===== config.mk =====
export PLATFORM = sky130hd
export DESIGN_NAME = length_prefix_deframer_core_flat
export DESIGN_NICKNAME = d
export VERILOG_FILES = /design/src/sv/lpd_pkg.sv /design/src/sv/lpd_if.sv /design/src/sv/lpd_step.sv /design/src/sv/lpd_skid.sv /design/src/sv/length_prefix_deframer_core.sv /design/src/flat_wrapper.sv
export SDC_FILE = /design/constraint.sdc
export NUM_CORES = 1
export LEC_CHECK = 0
export ABC_AREA = 1
export BUFFER_PORTS_ARGS = -buffer_cell sky130_fd_sc_hd__buf_4
export CORE_ASPECT_RATIO = 1.25
export CORE_MARGIN = 3
export CORE_UTILIZATION = 54
export CTS_CLUSTER_SIZE = 20
export DETAILED_ROUTE_END_ITERATION = 16
export PLACE_DENSITY = 0.76
export SYNTH_ARGS = -nofsm -noshare
export SYNTH_HDL_FRONTEND = slang
export SYNTH_SLANG_ARGS = --single-unit

===== constraint.sdc =====
create_clock -name clk -period 4.6 [get_ports clk]
set_clock_uncertainty 0.15 [all_clocks]
set_input_delay 0.92 -clock clk [delete_from_list [all_inputs] [get_ports clk]]
set_output_delay 0.92 -clock clk [all_outputs]
set_load 0.005 [all_outputs]

===== src/sv/lpd_pkg.sv =====
// types and constants shared by the length prefix deframer
package lpd_pkg;

  localparam int BYTE_W   = 8;
  localparam int LEN_W    = 32;
  localparam int LIMIT_W  = 31;
  localparam int COUNT_W  = 3;
  localparam int KIND_W   = 2;
  localparam int ERR_W    = 2;

  localparam logic [COUNT_W-1:0] HDR_BYTES   = 3'd4;
  localparam logic [LIMIT_W-1:0] LIMIT_RESET = 31'd1048576;

  localparam logic [KIND_W-1:0] KIND_HDR = 2'd0;
  localparam logic [KIND_W-1:0] KIND_PAY = 2'd1;
  localparam logic [KIND_W-1:0] KIND_IGN = 2'd2;

  localparam logic [ERR_W-1:0] ERR_NONE  = 2'd0;
  localparam logic [ERR_W-1:0] ERR_LIMIT = 2'd1;
  localparam logic [ERR_W-1:0] ERR_ZERO  = 2'd2;
  localparam logic [ERR_W-1:0] ERR_OVER  = 2'd3;

  typedef struct packed {
    logic [COUNT_W-1:0] header_count;
    logic [LEN_W-1:0]   length_word;
    logic [LIMIT_W-1:0] bytes_remaining;
    logic [ERR_W-1:0]   error_latch;
  } lpd_state_t;

  typedef struct packed {
    logic [KIND_W-1:0] byte_kind;
    logic [BYTE_W-1:0] payload_byte;
    logic              frame_last;
    logic [LEN_W-1:0]  frame_length;
    logic [ERR_W-1:0]  error_code;
  } lpd_result_t;

endpackage


===== src/sv/lpd_if.sv =====
// channel interfaces of the length prefix deframer
interface lpd_in_if import lpd_pkg::*; ();
  logic              valid;
  logic              ready;
  logic [BYTE_W-1:0] data_byte;
  modport source (output valid, output data_byte, input ready);
  modport sink (input valid, input data_byte, output ready);
endinterface

interface lpd_out_if import lpd_pkg::*; ();
  logic              valid;
  logic              ready;
  logic [KIND_W-1:0] byte_kind;
  logic [BYTE_W-1:0] payload_byte;
  logic              frame_last;
  logic [LEN_W-1:0]  frame_length;
  logic [ERR_W-1:0]  error_code;
  modport source (output valid, output byte_kind, output payload_byte, output frame_last,
                  output frame_length, output error_code, input ready);
  modport sink (input valid, input byte_kind, input payload_byte, input frame_last,
                input frame_length, input error_code, output ready);
endinterface

interface lpd_cfg_if import lpd_pkg::*; ();
  logic               valid;
  logic               ready;
  logic [LIMIT_W-1:0] frame_limit;
  modport source (output valid, output frame_limit, input ready);
  modport sink (input valid, input frame_limit, output ready);
endinterface


===== src/sv/lpd_step.sv =====
// next state and result for one received byte
module lpd_step import lpd_pkg::*; (
  input  lpd_state_t         state,
  input  logic [LIMIT_W-1:0] frame_limit,
  input  logic [BYTE_W-1:0]  data_byte,
  output lpd_state_t         state_next,
  output lpd_result_t        result
);

  logic [ERR_W-1:0]   err_pre;
  logic [LEN_W-1:0]   word_shift;
  logic [COUNT_W-1:0] count_inc;
  logic [LIMIT_W-1:0] remain_dec;

  always_comb begin
    err_pre = state.error_latch;
    if (state.error_latch == ERR_NONE && frame_limit == '0) begin
      err_pre = ERR_LIMIT;
    end
    word_shift = {state.length_word[LEN_W-BYTE_W-1:0], data_byte};
    count_inc  = state.header_count + 3'd1;
    remain_dec = (state.bytes_remaining != '0) ? state.bytes_remaining - 31'd1 : '0;

    state_next             = state;
    state_next.error_latch = err_pre;
    result                 = '0;
    result.error_code      = err_pre;

    if (err_pre != ERR_NONE) begin
      result.byte_kind = KIND_IGN;
    end else if (state.header_count < HDR_BYTES) begin
      state_next.length_word  = word_shift;
      state_next.header_count = count_inc;
      result.byte_kind        = KIND_HDR;
      if (count_inc == HDR_BYTES) begin
        result.frame_length = word_shift;
        if (word_shift == '0) begin
          state_next.error_latch = ERR_ZERO;
        end else if (word_shift > {1'b0, frame_limit}) begin
          state_next.error_latch = ERR_OVER;
        end else begin
          state_next.bytes_remaining = word_shift[LIMIT_W-1:0];
        end
        result.error_code = state_next.error_latch;
      end
    end else begin
      state_next.bytes_remaining = remain_dec;
      result.byte_kind           = KIND_PAY;
      result.payload_byte        = data_byte;
      result.frame_length        = state.length_word;
      if (remain_dec == '0) begin
        state_next.header_count = '0;
        state_next.length_word  = '0;
        result.frame_last       = 1'b1;
      end
    end
  end

endmodule


===== src/sv/lpd_skid.sv =====
// output register with a skid entry so the input side never waits on a stall edge
module lpd_skid import lpd_pkg::*; (
  input  logic        clk,
  input  logic        rst,
  input  logic        up_valid,
  output logic        up_ready,
  input  lpd_result_t up_data,
  output logic        dn_valid,
  input  logic        dn_ready,
  output lpd_result_t dn_data
);

  logic        main_valid;
  logic        skid_valid;
  lpd_result_t main_data;
  lpd_result_t skid_data;
  logic        up_take;

  assign up_ready = !skid_valid;
  assign up_take  = up_valid && up_ready;
  assign dn_valid = main_valid;
  assign dn_data  = main_data;

  always_ff @(posedge clk) begin
    if (rst) begin
      main_valid <= 1'b0;
      skid_valid <= 1'b0;
    end else if (!main_valid || dn_ready) begin
      if (skid_valid) begin
        main_valid <= 1'b1;
        skid_valid <= 1'b0;
      end else begin
        main_valid <= up_take;
      end
    end else if (up_take) begin
      skid_valid <= 1'b1;
    end
  end

  always_ff @(posedge clk) begin
    if (!main_valid || dn_ready) begin
      main_data <= skid_valid ? skid_data : up_data;
    end
    if (up_take) begin
      skid_data <= up_data;
    end
  end

endmodule


===== src/sv/length_prefix_deframer_core.sv =====
// top level of the length prefix deframer
// rx carries one stream byte per transaction; every accepted byte gives exactly
// one transaction on tx, in order: a header byte, a payload byte (with the
// frame length and a last flag) or a byte ignored after a sticky error
// a frame is a four byte big endian length followed by that many payload bytes
// cfg writes frame_limit at any time it is valid; ready is always high, and
// the new limit is used from the next accepted byte on
// each result is registered before it reaches tx, via the skid entry on a stall
// throughput: one byte per cycle while the skid entry is empty, set by the
// single step of header/length logic between the input and the output register
// when tx stalls, the output register and one skid entry absorb results;
// rx ready drops only once the skid entry is full
// rst (synchronous, active high) clears the frame state and the sticky error,
// empties the output register and restores frame_limit to 1048576
module length_prefix_deframer_core import lpd_pkg::*; (
  input  logic         clk,
  input  logic         rst,
  lpd_in_if.sink       rx,
  lpd_out_if.source    tx,
  lpd_cfg_if.sink      cfg
);

  lpd_state_t         state;
  lpd_state_t         state_next;
  lpd_result_t        result;
  lpd_result_t        tx_data;
  logic [LIMIT_W-1:0] frame_limit;
  logic               rx_take;

  assign cfg.ready = 1'b1;
  assign rx_take   = rx.valid && rx.ready;

  always_ff @(posedge clk) begin
    if (rst) begin
      frame_limit <= LIMIT_RESET;
    end else if (cfg.valid) begin
      frame_limit <= cfg.frame_limit;
    end
  end

  always_ff @(posedge clk) begin
    if (rst) begin
      state <= '0;
    end else if (rx_take) begin
      state <= state_next;
    end
  end

  lpd_step u_step (
    .state       (state),
    .frame_limit (frame_limit),
    .data_byte   (rx.data_byte),
    .state_next  (state_next),
    .result      (result)
  );

  lpd_skid u_skid (
    .clk      (clk),
    .rst      (rst),
    .up_valid (rx.valid),
    .up_ready (rx.ready),
    .up_data  (result),
    .dn_valid (tx.valid),
    .dn_ready (tx.ready),
    .dn_data  (tx_data)
  );

  assign tx.byte_kind    = tx_data.byte_kind;
  assign tx.payload_byte = tx_data.payload_byte;
  assign tx.frame_last   = tx_data.frame_last;
  assign tx.frame_length = tx_data.frame_length;
  assign tx.error_code   = tx_data.error_code;

endmodule


===== src/flat_wrapper.sv =====
// flat-port wrapper written by rule: the top's interface ports become plain ports
module length_prefix_deframer_core_flat import lpd_pkg::*;
  (clk, rst, rx_valid, rx_data_byte, rx_ready, tx_valid, tx_byte_kind, tx_payload_byte, tx_frame_last, tx_frame_length, tx_error_code, tx_ready, cfg_valid, cfg_frame_limit, cfg_ready);
  lpd_in_if rx_i ();
  lpd_out_if tx_i ();
  lpd_cfg_if cfg_i ();
  input  logic clk;
  input  logic rst;
  input wire logic [$bits(rx_i.valid)-1:0] rx_valid;
  input wire logic [$bits(rx_i.data_byte)-1:0] rx_data_byte;
  output wire logic [$bits(rx_i.ready)-1:0] rx_ready;
  output wire logic [$bits(tx_i.valid)-1:0] tx_valid;
  output wire logic [$bits(tx_i.byte_kind)-1:0] tx_byte_kind;
  output wire logic [$bits(tx_i.payload_byte)-1:0] tx_payload_byte;
  output wire logic [$bits(tx_i.frame_last)-1:0] tx_frame_last;
  output wire logic [$bits(tx_i.frame_length)-1:0] tx_frame_length;
  output wire logic [$bits(tx_i.error_code)-1:0] tx_error_code;
  input wire logic [$bits(tx_i.ready)-1:0] tx_ready;
  input wire logic [$bits(cfg_i.valid)-1:0] cfg_valid;
  input wire logic [$bits(cfg_i.frame_limit)-1:0] cfg_frame_limit;
  output wire logic [$bits(cfg_i.ready)-1:0] cfg_ready;
  assign rx_i.valid = rx_valid;
  assign rx_i.data_byte = rx_data_byte;
  assign rx_ready = rx_i.ready;
  assign tx_valid = tx_i.valid;
  assign tx_byte_kind = tx_i.byte_kind;
  assign tx_payload_byte = tx_i.payload_byte;
  assign tx_frame_last = tx_i.frame_last;
  assign tx_frame_length = tx_i.frame_length;
  assign tx_error_code = tx_i.error_code;
  assign tx_i.ready = tx_ready;
  assign cfg_i.valid = cfg_valid;
  assign cfg_i.frame_limit = cfg_frame_limit;
  assign cfg_ready = cfg_i.ready;
  length_prefix_deframer_core u_core (.clk(clk), .rst(rst), .rx(rx_i), .tx(tx_i), .cfg(cfg_i));
endmodule

Yosys cells after proc, flatten, opt, wreduce, memory -nomap -nowiden
Cells that the tools add are included.

word-level totals
  register bits = 191
  bits in latches = 0
  memory bits (writable) = 0
  bits in read-only memories = 0
  output and inout port bits = 48
  word-level logic and storage cells = 62
  memories kept = 0

cells by class
  add/subtract/negate cells = 2
  multipliers = 0
  div/mod/pow operators = 0
  $lt $le $gt $ge = 2
  equality and inequality tests = 4
  shift operators = 0
  muxes and demuxes = 21
  bitwise operators = 1
  reduce and logical (&&, ||, !) cells = 15

operator list
  kind                   count
  $mux 31                3
  $mux 66                1
  $logic_not 31->1       2
  $mux 45                1
  $mux 43                1
  $mux 35                1
  $mux 34                1
  $mux 33                1
  $gt 32x31->1           1
  $logic_not 32->1       1
  $mux 32                1
  $reduce_bool 31->1     1
  $sub 31x1->31 const B  1
  $mux 2                 7
  $mux 9                 1
  $reduce_and 5->1       1
  $ne 2x2->1 const B     2
  $reduce_bool 2->1      2
  $add 3x1->3 const B    1
  $eq 3x3->1 const B     1
  $lt 3x3->1 const B     1
  $mux 1                 3
  $reduce_and 3->1       1
  $logic_and 1x1->1      2
  6 further kinds        7

Longest topological paths before layout
Gate-level depths: netlist of the first run.

  depth after elaboration = 9
  depth in mapped cells = 18

Modules after synthesis
From an unflattened synthesis of the first run, not the netlist that was laid out.

unflattened totals
  cell total of the unflattened synthesis = 1,855
  area total of the unflattened synthesis = 12,224.2 um^2

modules (own cells, without submodules)
  module                       instances  cells an instance  area an instance (um^2)
  lpd_step                     1          1,041              5,036.1
  length_prefix_deframer_core  1          567                3,834.9
  lpd_skid                     1          247                3,353.2

Worst setup path before layout of the first run
OpenSTA, ideal clock, no wires.

  path kind = input port to flip-flop
  from = input rx_valid
  to = register, netlist name u_core.state[54]
  library setup time = 0.144 ns
  data arrival time = 4.146 ns
  slack = 0.159 ns
  stages = 8
  path through = inv_1 -> nor2_1 -> inv_1 -> nor2_2 -> nand2_1 -> buf_2 -> nand3_2 -> a21oi_1

on the way
  cells in the longest elaborated chain, start to end = 2

RTL lines
  element                     RTL line                           source
  start: declaration          flat_wrapper.sv:9                  input wire logic [$bits(rx_i.valid)-1:0] rx_valid;
  $logic_and 1x1->1           length_prefix_deframer_core.sv:31  assign rx_take = rx.valid && rx.ready;
  net u_core.rx_take          length_prefix_deframer_core.sv:28  logic rx_take;
  $reduce_and 3->1 (no line)  -

The timed path passes the listed nets, and every way through them passes these cells.
A chain may end at the register's enable or synchronous reset.

Worst setup path after layout of the first run
  from = register, netlist name u_core.state[2]
  to = register, netlist name u_core.state[65]

on the way
  cells in the longest elaborated chain, start to end = 5

RTL lines
  element                                                     RTL line        source
  $sub 31x1->31 / $reduce_bool 31->1 (equally long branches)  lpd_step.sv:22  remain_dec = (state.bytes_remaining != '0) ? state.bytes_remaining - 31'd1 : '0;
  $mux 31 (*)                                                 lpd_step.sv:22
  $logic_not 31->1 (*)                                        lpd_step.sv:51  if (remain_dec == '0) begin
  $reduce_bool 2->1 (no line) (*)                             -
  $reduce_and 3->1 (no line) (*)                              -

Mark *: on every way between the ends. The rest lies on a longest branch, timed or not.

==> results.tsv, run 1 <==
stage	metric	value	unit
drt	wire_per_inst	16.76	microns
finish	syn2layout_area_growth	13.86	%
min_path	hp-class	reg -> reg	
clock_tree	numCtsBuffers	17	
global_route	grt_pass1_vias	8243	
global_route	grt_first_pass_wirelength	41840	microns
placement	finalWeightedCongestion	0.9826	
setup_path	crit_top_cell	nand2_1	
drt	drcViolationCount	0	
drt	first_pass_iters	6	
timing	hold_ws	0.3316	ns
placement	port_buffers	90	
placement	dp_slack	1.281	ns
synthesis	yosysUniqueCellTypes	35	
timing	tightestPinTransition	1.051	ns
timing	post-route-period-util	72.86	%
timing	report.final.slew_viol_count	0	
power	p_leak	5.225	nW
setup_path	end_kind	flop	
drt	drtIter0Drc	987	
synthesis	yosys_warnings	0	
synthesis	yosysTopAreaCell	edfxtp_1	
power	powerDensity	382.5	nW/um^2
finish	nets	1426	
global_route	grt_max_degree	93	
synthesis	ys_ff_latch	191	
timing	final-setup-viol-count	0	
floorplan	die_width	127.3	microns
placement	place_inst	1552	
global_route	grt-ovfl-total	0	
clock_tree	cts_max_level	4	
setup_path	critPathKind	reg -> reg	
clock_tree	cts_tree	built	
synthesis	syn_inst	1292	
finish	n_antenna_cell	0	
drt	dr_total_vias	8903	
flow_run	drv_cap	0	
timing	min_period	3.352	ns
clock_tree	cts_sinks	191	
synthesis	seq_area_frac_synth	47.54	%
floorplan	core_area	17770	sq um
drt	vias_per_cell	5.621	
power	peakVddDrop	0.2438	mV
finish	instances_no_fill	1584	
drt	wirelength	26550	microns
synthesis	synthFlopType	dfxtp_1	
synthesis	async_flop_share	0	%
floorplan	io_pins	92	
synthesis	synth.area.top_cells	edfxtp_1 (27%), dfxtp_1 (20%), nand2_1 (13%), nand3_1 (6.4%), nor2_1 (6.0%)	
setup_path	cp.arrival	3.54	ns
clock_tree	root_buffer	clkbuf_16	
clock_tree	worst_skew_pair.late_latency	0.45	ns
timing	max_freq	298.4	MHz
clock_tree	ctsResizeCount	0	
setup_path	crit_family	simple AND/OR/NAND/NOR gates	
synthesis	syn_area	9937	sq um
finish	fillers	1594	
timing	tns	0	ns
finish	drive_gt1_share	13.31	%
floorplan	fp.dieH	157.7	microns
setup_path	crit_slowest_cell	nand4_4	
floorplan	start_util	55.92	%
global_route	antenna_found_initial	0	
status	status	finished clean	
setup_path	slowest_delay	0.55	ns
timing	grt_setup_unrepaired	no	
clock_tree	cts_hold_buf	0	
timing	hold_viol	0	
clock_tree	cts_setup_buffers	0	
setup_path	worstPathCellList	inv_1, ha_1, nand3_2, nor2_4, nand2_1, nor2_1, nand3_1, nand3_1, nand2_1, nor2_1, nand4_4, nand2_1, nand2_1, nand2_1, inv_1	
synthesis	synth.net_count	1371	
clock_tree	clockBufferDepth	2	
placement	dp_hpwl	18760	microns
synthesis	synth_edf_count	90	
setup_path	crit_path_start_kind	flop	
synthesis	synth_top_area_share	27.20	%
timing	setup_slack	1.248	ns
clock_tree	clkSlewWorstSetupHoldPaths	0.08	ns
timing	maxSlewHeadroom	29.91	%
floorplan	rows	54	
setup_path	path_max_fanout	34	
floorplan	die_area	20080	sq um
drt	drtAntennaViolNets	0	
setup_path	crit_required	4.79	ns
synthesis	syn_area_per_cell	7.691	sq um
setup_path	critPathBufInv	2	
global_route	grt_use_total	26.51	%
through the flow:
step	total power, mW	instance area (sq um)	utilization [%]
2_1_floorplan	2.565	9937	-
3_3_place_gp	2.799	10700	60.19
3_5_place_dp	2.817	10700	60.19
4_1_cts	4.327	11310	63.67
5_1_grt	4.526	11310	63.67
6_report	4.327	11310	63.67
cell usage after synthesis (8+ instances only):
| master | n |
|---|---|
| a21oi_1 | 104 |
| a21oi_2 | 8 |
| buf_1 | 12 |
| clkbuf_1 | 43 |
| dfxtp_1 | 101 |
| edfxtp_1 | 90 |
| ha_1 | 35 |
| inv_1 | 103 |
| nand2_1 | 336 |
| nand3_1 | 128 |
| nand3_2 | 15 |
| nand4_1 | 14 |
| nor2_1 | 158 |
| nor2_2 | 9 |
| nor4_1 | 11 |
| o21ai_0 | 84 |
worst register-to-register path, delay by kind of cell (launching register included):
family / cells / cell delay (ns)
flip-flops: 1 / 0.31
AND/OR/NAND/NOR: 12 / 2.38
adder cells (fa/ha/maj): 1 / 0.25
buffers and inverters: 2 / 0.15
sequential cells by signal, indices dropped and copies added (netlist names):
register / count
u_core.frame_limit: 31
u_core.state: 68
u_core.u_skid.dn_data: 45
u_core.u_skid.dn_valid: 1
u_core.u_skid.skid_data: 45
u_core.u_skid.skid_valid: 1
cell families after synthesis:
family,synth area share [%]
buffers and inverters,7.076
AO/OA/AOI/OAI,10.82
XOR/XNOR,0.5288
adder cells (fa/ha/maj),4.407
other,0.03774
flip-flops,47.54
AND/OR/NAND/NOR,29.59
final timing paths:
path                    startpoint               end  slack (ns)  cells past startpoint
hold reg to reg   u_core.state[60]  u_core.state[60]        0.33                      2
setup reg to reg   u_core.state[2]  u_core.state[65]        1.25                     15
hold / removal    u_core.state[60]  u_core.state[60]        0.33                      2
setup / recovery   u_core.state[2]  u_core.state[65]        1.25                     15
placed cells by master, fill, tap and decap left out, types with 2 or more instances in the layout:
master / count
nand2_1: 335
nor2_1: 156
nand3_1: 128
a21oi_1: 104
inv_1: 102
buf_4: 101
dfxtp_1: 101
edfxtp_1: 90
o21ai_0: 84
ha_1: 35
clkbuf_16: 17
nand3_2: 15
nand4_1: 14
nor4_1: 11
nor2_2: 10
a21oi_2: 8
inv_2: 6
xor2_1: 5
inv_8: 4
clkinv_8: 4
nor3_1: 3
o21a_1: 3
nand2_2: 3
inv_12: 3
inv_6: 3
nor2_4: 2
nand2_4: 2
o31ai_1: 2
final cells by class:
| cell class | instances | area, sq um | area share (%) |
|---|---|---|---|
| Clock buffer | 17 | 425.4 | 3.760 |
| Clock inverter | 15 | 193.9 | 1.714 |
| Timing Repair Buffer | 101 | 758.2 | 6.701 |
| Multi-Input combinational cell | 927 | 4522 | 39.96 |
| Sequential cell | 191 | 4725 | 41.76 |
| Inverter | 109 | 410.4 | 3.627 |
| Tap cell | 224 | 280.3 | 2.477 |
routing by layer:
metal / part of all wire [%] / wire, microns / up-vias / track usage [%]
met1: 41 / 10790 / 4077 / 33.14
met2: 48 / 12800 / 342 / 44.42
met4: 5.1 / 1345 / 0 / 14.82
met3: 6.1 / 1620 / 80 / 3.476
met5: 0 / 0 / - / 0
li1: - / - / 4404 / -
power by group:
group,switching (mW),internal [mW]
Clock,0.778,0.753
Combinational,0.579,0.280
Sequential,0.0635,1.87
Total,1.42,2.91
Power figures use the tool's default switching activity.
==> run 2: changes to the inputs <==
Settings changed: CORE_UTILIZATION 54 to 55, PLACE_DENSITY 0.76 to 0.75.
Clock period 4.6 ns to 3.2 ns, I/O delays scaled along.
==> run 2 against run 1 <==
Compared with the run above: worst hold slack worse by 0.059 ns; critical path depth is 1 higher; cell count grew 0.69%; sequential share of layout area fell by 0.28 points; non-clock buffer count increased by 11; via count increased by 0.33%; sequential cell count is the same; maximum frequency grew 17%; register-to-register slack got worse by 0.92 ns; largest power group unchanged; core utilization up 1.2 points.
==> results.tsv, run 2 (synthesis results as in run 1) <==
stage	metric	value	unit	change
clock_tree	cts_setup_buffers	0		unchanged
finish	largest_register	u_core.state		
power	power_frac_comb	20.6	%	+0.8 points
setup_path	crit_start	u_core.state[2]		
drt	wire_per_inst	16.60	microns	-0.98%
timing	report.final.slew_viol_count	0		unchanged
drt	first_pass_iters	6		unchanged
power	powerDensity	533.6	nW/um^2	+40%
setup_path	crit_path_start_kind	flop		
placement	finalWeightedCongestion	0.9720		-1.1%
setup_path	r2r_start	u_core.state[2]		
global_route	grt_first_pass_wirelength	42340	microns	+1.2%
drt	drcViolationCount	0		unchanged
clock_tree	cts_max_level	4		unchanged
clock_tree	clockBufferDepth	2		unchanged
timing	post-route-period-util	89.79	%	+17 points
status	status	finished clean		
drt	vias_per_cell	5.600		-0.37%
floorplan	die_width	126.2	microns	-0.87%
power	peakVddDrop	0.3400	mV	+39%
floorplan	start_util	56.57	%	+0.65 points
global_route	grt_use_total	26.94	%	+0.43 points
timing	tightestPinTransition	0.8412	ns	-0.2101 ns
clock_tree	cts_sinks	191		unchanged
drt	wirelength	26470	microns	-0.29%
power	clockPowerShare	33.6	%	-1.8 points
clock_tree	ctsResizeCount	0		unchanged
clock_tree	numCtsBuffers	17		unchanged
setup_path	cp.arrival	3.06	ns	-0.48 ns
placement	dp_hpwl	19140	microns	+2.0%
global_route	grt-ovfl-total	0		unchanged
global_route	grt_pass1_vias	8416		+2.1%
timing	tns	0	ns	unchanged
timing	final-setup-viol-count	0		unchanged
timing	maxSlewHeadroom	43.92	%	+14 points
global_route	grt_max_degree	63		-32%
finish	syn2layout_area_growth	14.64	%	
clock_tree	worst_skew_pair.late_latency	0.44	ns	about the same
drt	drtAntennaViolNets	0		unchanged
power	power.switching	1.931	mW	+36%
floorplan	core_area	17570	sq um	-1.1%
drt	drtIter0Drc	962		-2.5%
timing	min_period	2.873	ns	-0.4783 ns
setup_path	path_max_fanout	34		unchanged
finish	largest_reg_flops	68		unchanged
finish	n_antenna_cell	0		unchanged
finish	drive_gt1_share	13.86	%	+0.55 points
placement	dp_slack	0.4276	ns	-0.8529 ns
floorplan	die_area	19730	sq um	-1.7%
floorplan	io_pins	92		unchanged
setup_path	end_kind	flop		
min_path	hp-class	in -> reg		
global_route	antenna_found_initial	0		unchanged
floorplan	rows	54		unchanged
timing	max_freq	348.0	MHz	+17%
finish	fillers	1545		-3.1%
clock_tree	cts_tree	built		
clock_tree	root_buffer	clkbuf_16		
clock_tree	cts_hold_buf	0		unchanged
timing	grt_setup_unrepaired	no		
floorplan	fp.dieH	156.3	microns	-0.88%
finish	nets	1437		+0.77%
flow_run	drv_cap	0		unchanged
setup_path	critPathKind	reg -> reg		
min_path	worstHoldStart	cfg_frame_limit[0]		
timing	setup_slack	0.3268	ns	-0.9217 ns
timing	hold_viol	0		unchanged
power	p_sw_share	31.76	%	-1.1 points
placement	port_buffers	90		unchanged
setup_path	crit_required	3.39	ns	-1.40 ns
power	p_int	4.149	mW	+43%
finish	final_cell_mix	nand2_1 (335), nor2_1 (156), nand3_1 (128), buf_4 (108), a21oi_1 (104)		
drt	dr_total_vias	8932		+0.33%
power	p_leak	5.271	nW	+0.88%
finish	layout_commonest_cell	nand2_1		
power	seqPwrFrac	45.8	%	+1.0 points
clock_tree	clkSlewWorstSetupHoldPaths	0.08	ns	about the same
## run 2: layer usage
metal	track usage [%]	share of wire, %	vias up
li1	-	-	4406
met1	33.77	41	4071
met2	45.45	48	372
met3	4.677	6.6	83
met4	12.72	4.3	0
met5	0	0	-
## run 2: final cells by class
class / count / area (sq um) / area share (%)
flip-flops and latches: 191 / 4725 / 41.47
multi-input cells: 927 / 4522 / 39.69
repair buffers: 112 / 890.9 / 7.820
clock buffers: 17 / 425.4 / 3.734
inverters: 109 / 410.4 / 3.602
well taps: 224 / 280.3 / 2.460
clock inverters: 15 / 138.9 / 1.219
## run 2: worst max-delay path, cell delays in order (launching register included)
cell	delay (ns)
dfxtp_1	0.31
inv_1	0.12
ha_1	0.26
nand3_2	0.14
nor2_4	0.29
nand2_1	0.18
nor2_1	0.21
nand3_1	0.10
nand3_1	0.12
nand2_1	0.07
nor2_1	0.23
nand4_4	0.14
buf_12	0.21
nand2_1	0.10
nand2_1	0.06
nand2_1	0.05
inv_1	0.03
## run 2: final timing paths
| check | endpoint | slack, ns | depth (start not counted) |
|---|---|---|---|
| worst max-delay path | u_core.state[67] | 0.33 | 16 |
| worst min register to register | u_core.state[62] | 0.33 | 2 |
| worst min-delay path | u_core.frame_limit[0] | 0.27 | 3 |
| worst max register to register | u_core.state[67] | 0.33 | 16 |
## run 2: through the flow
step           utilization, %  cells  cell area [sq um]  total power, mW  hold WS [ns]
2_1_floorplan               -   1292               9945            3.686        0.2990
3_3_place_gp            61.64   1563              10830            4.050        0.3112
3_5_place_dp            61.64   1563              10830            4.073        0.3180
4_1_cts                 64.85   1595              11390            6.094        0.2655
5_1_grt                 64.85   1595              11390            6.384        0.2759
6_report                64.85   1595              11390            6.079        0.2727
## run 2: power by group through the flow
stage / sequential, mW / clock [mW] / combinational (mW)
floorplan: 2.81 / 0 / 0.872
global placement: 2.83 / 0 / 1.22
detailed placement: 2.84 / 0 / 1.24
CTS: 2.78 / 2.07 / 1.24
global route: 2.79 / 2.16 / 1.43
finish: 2.78 / 2.04 / 1.25
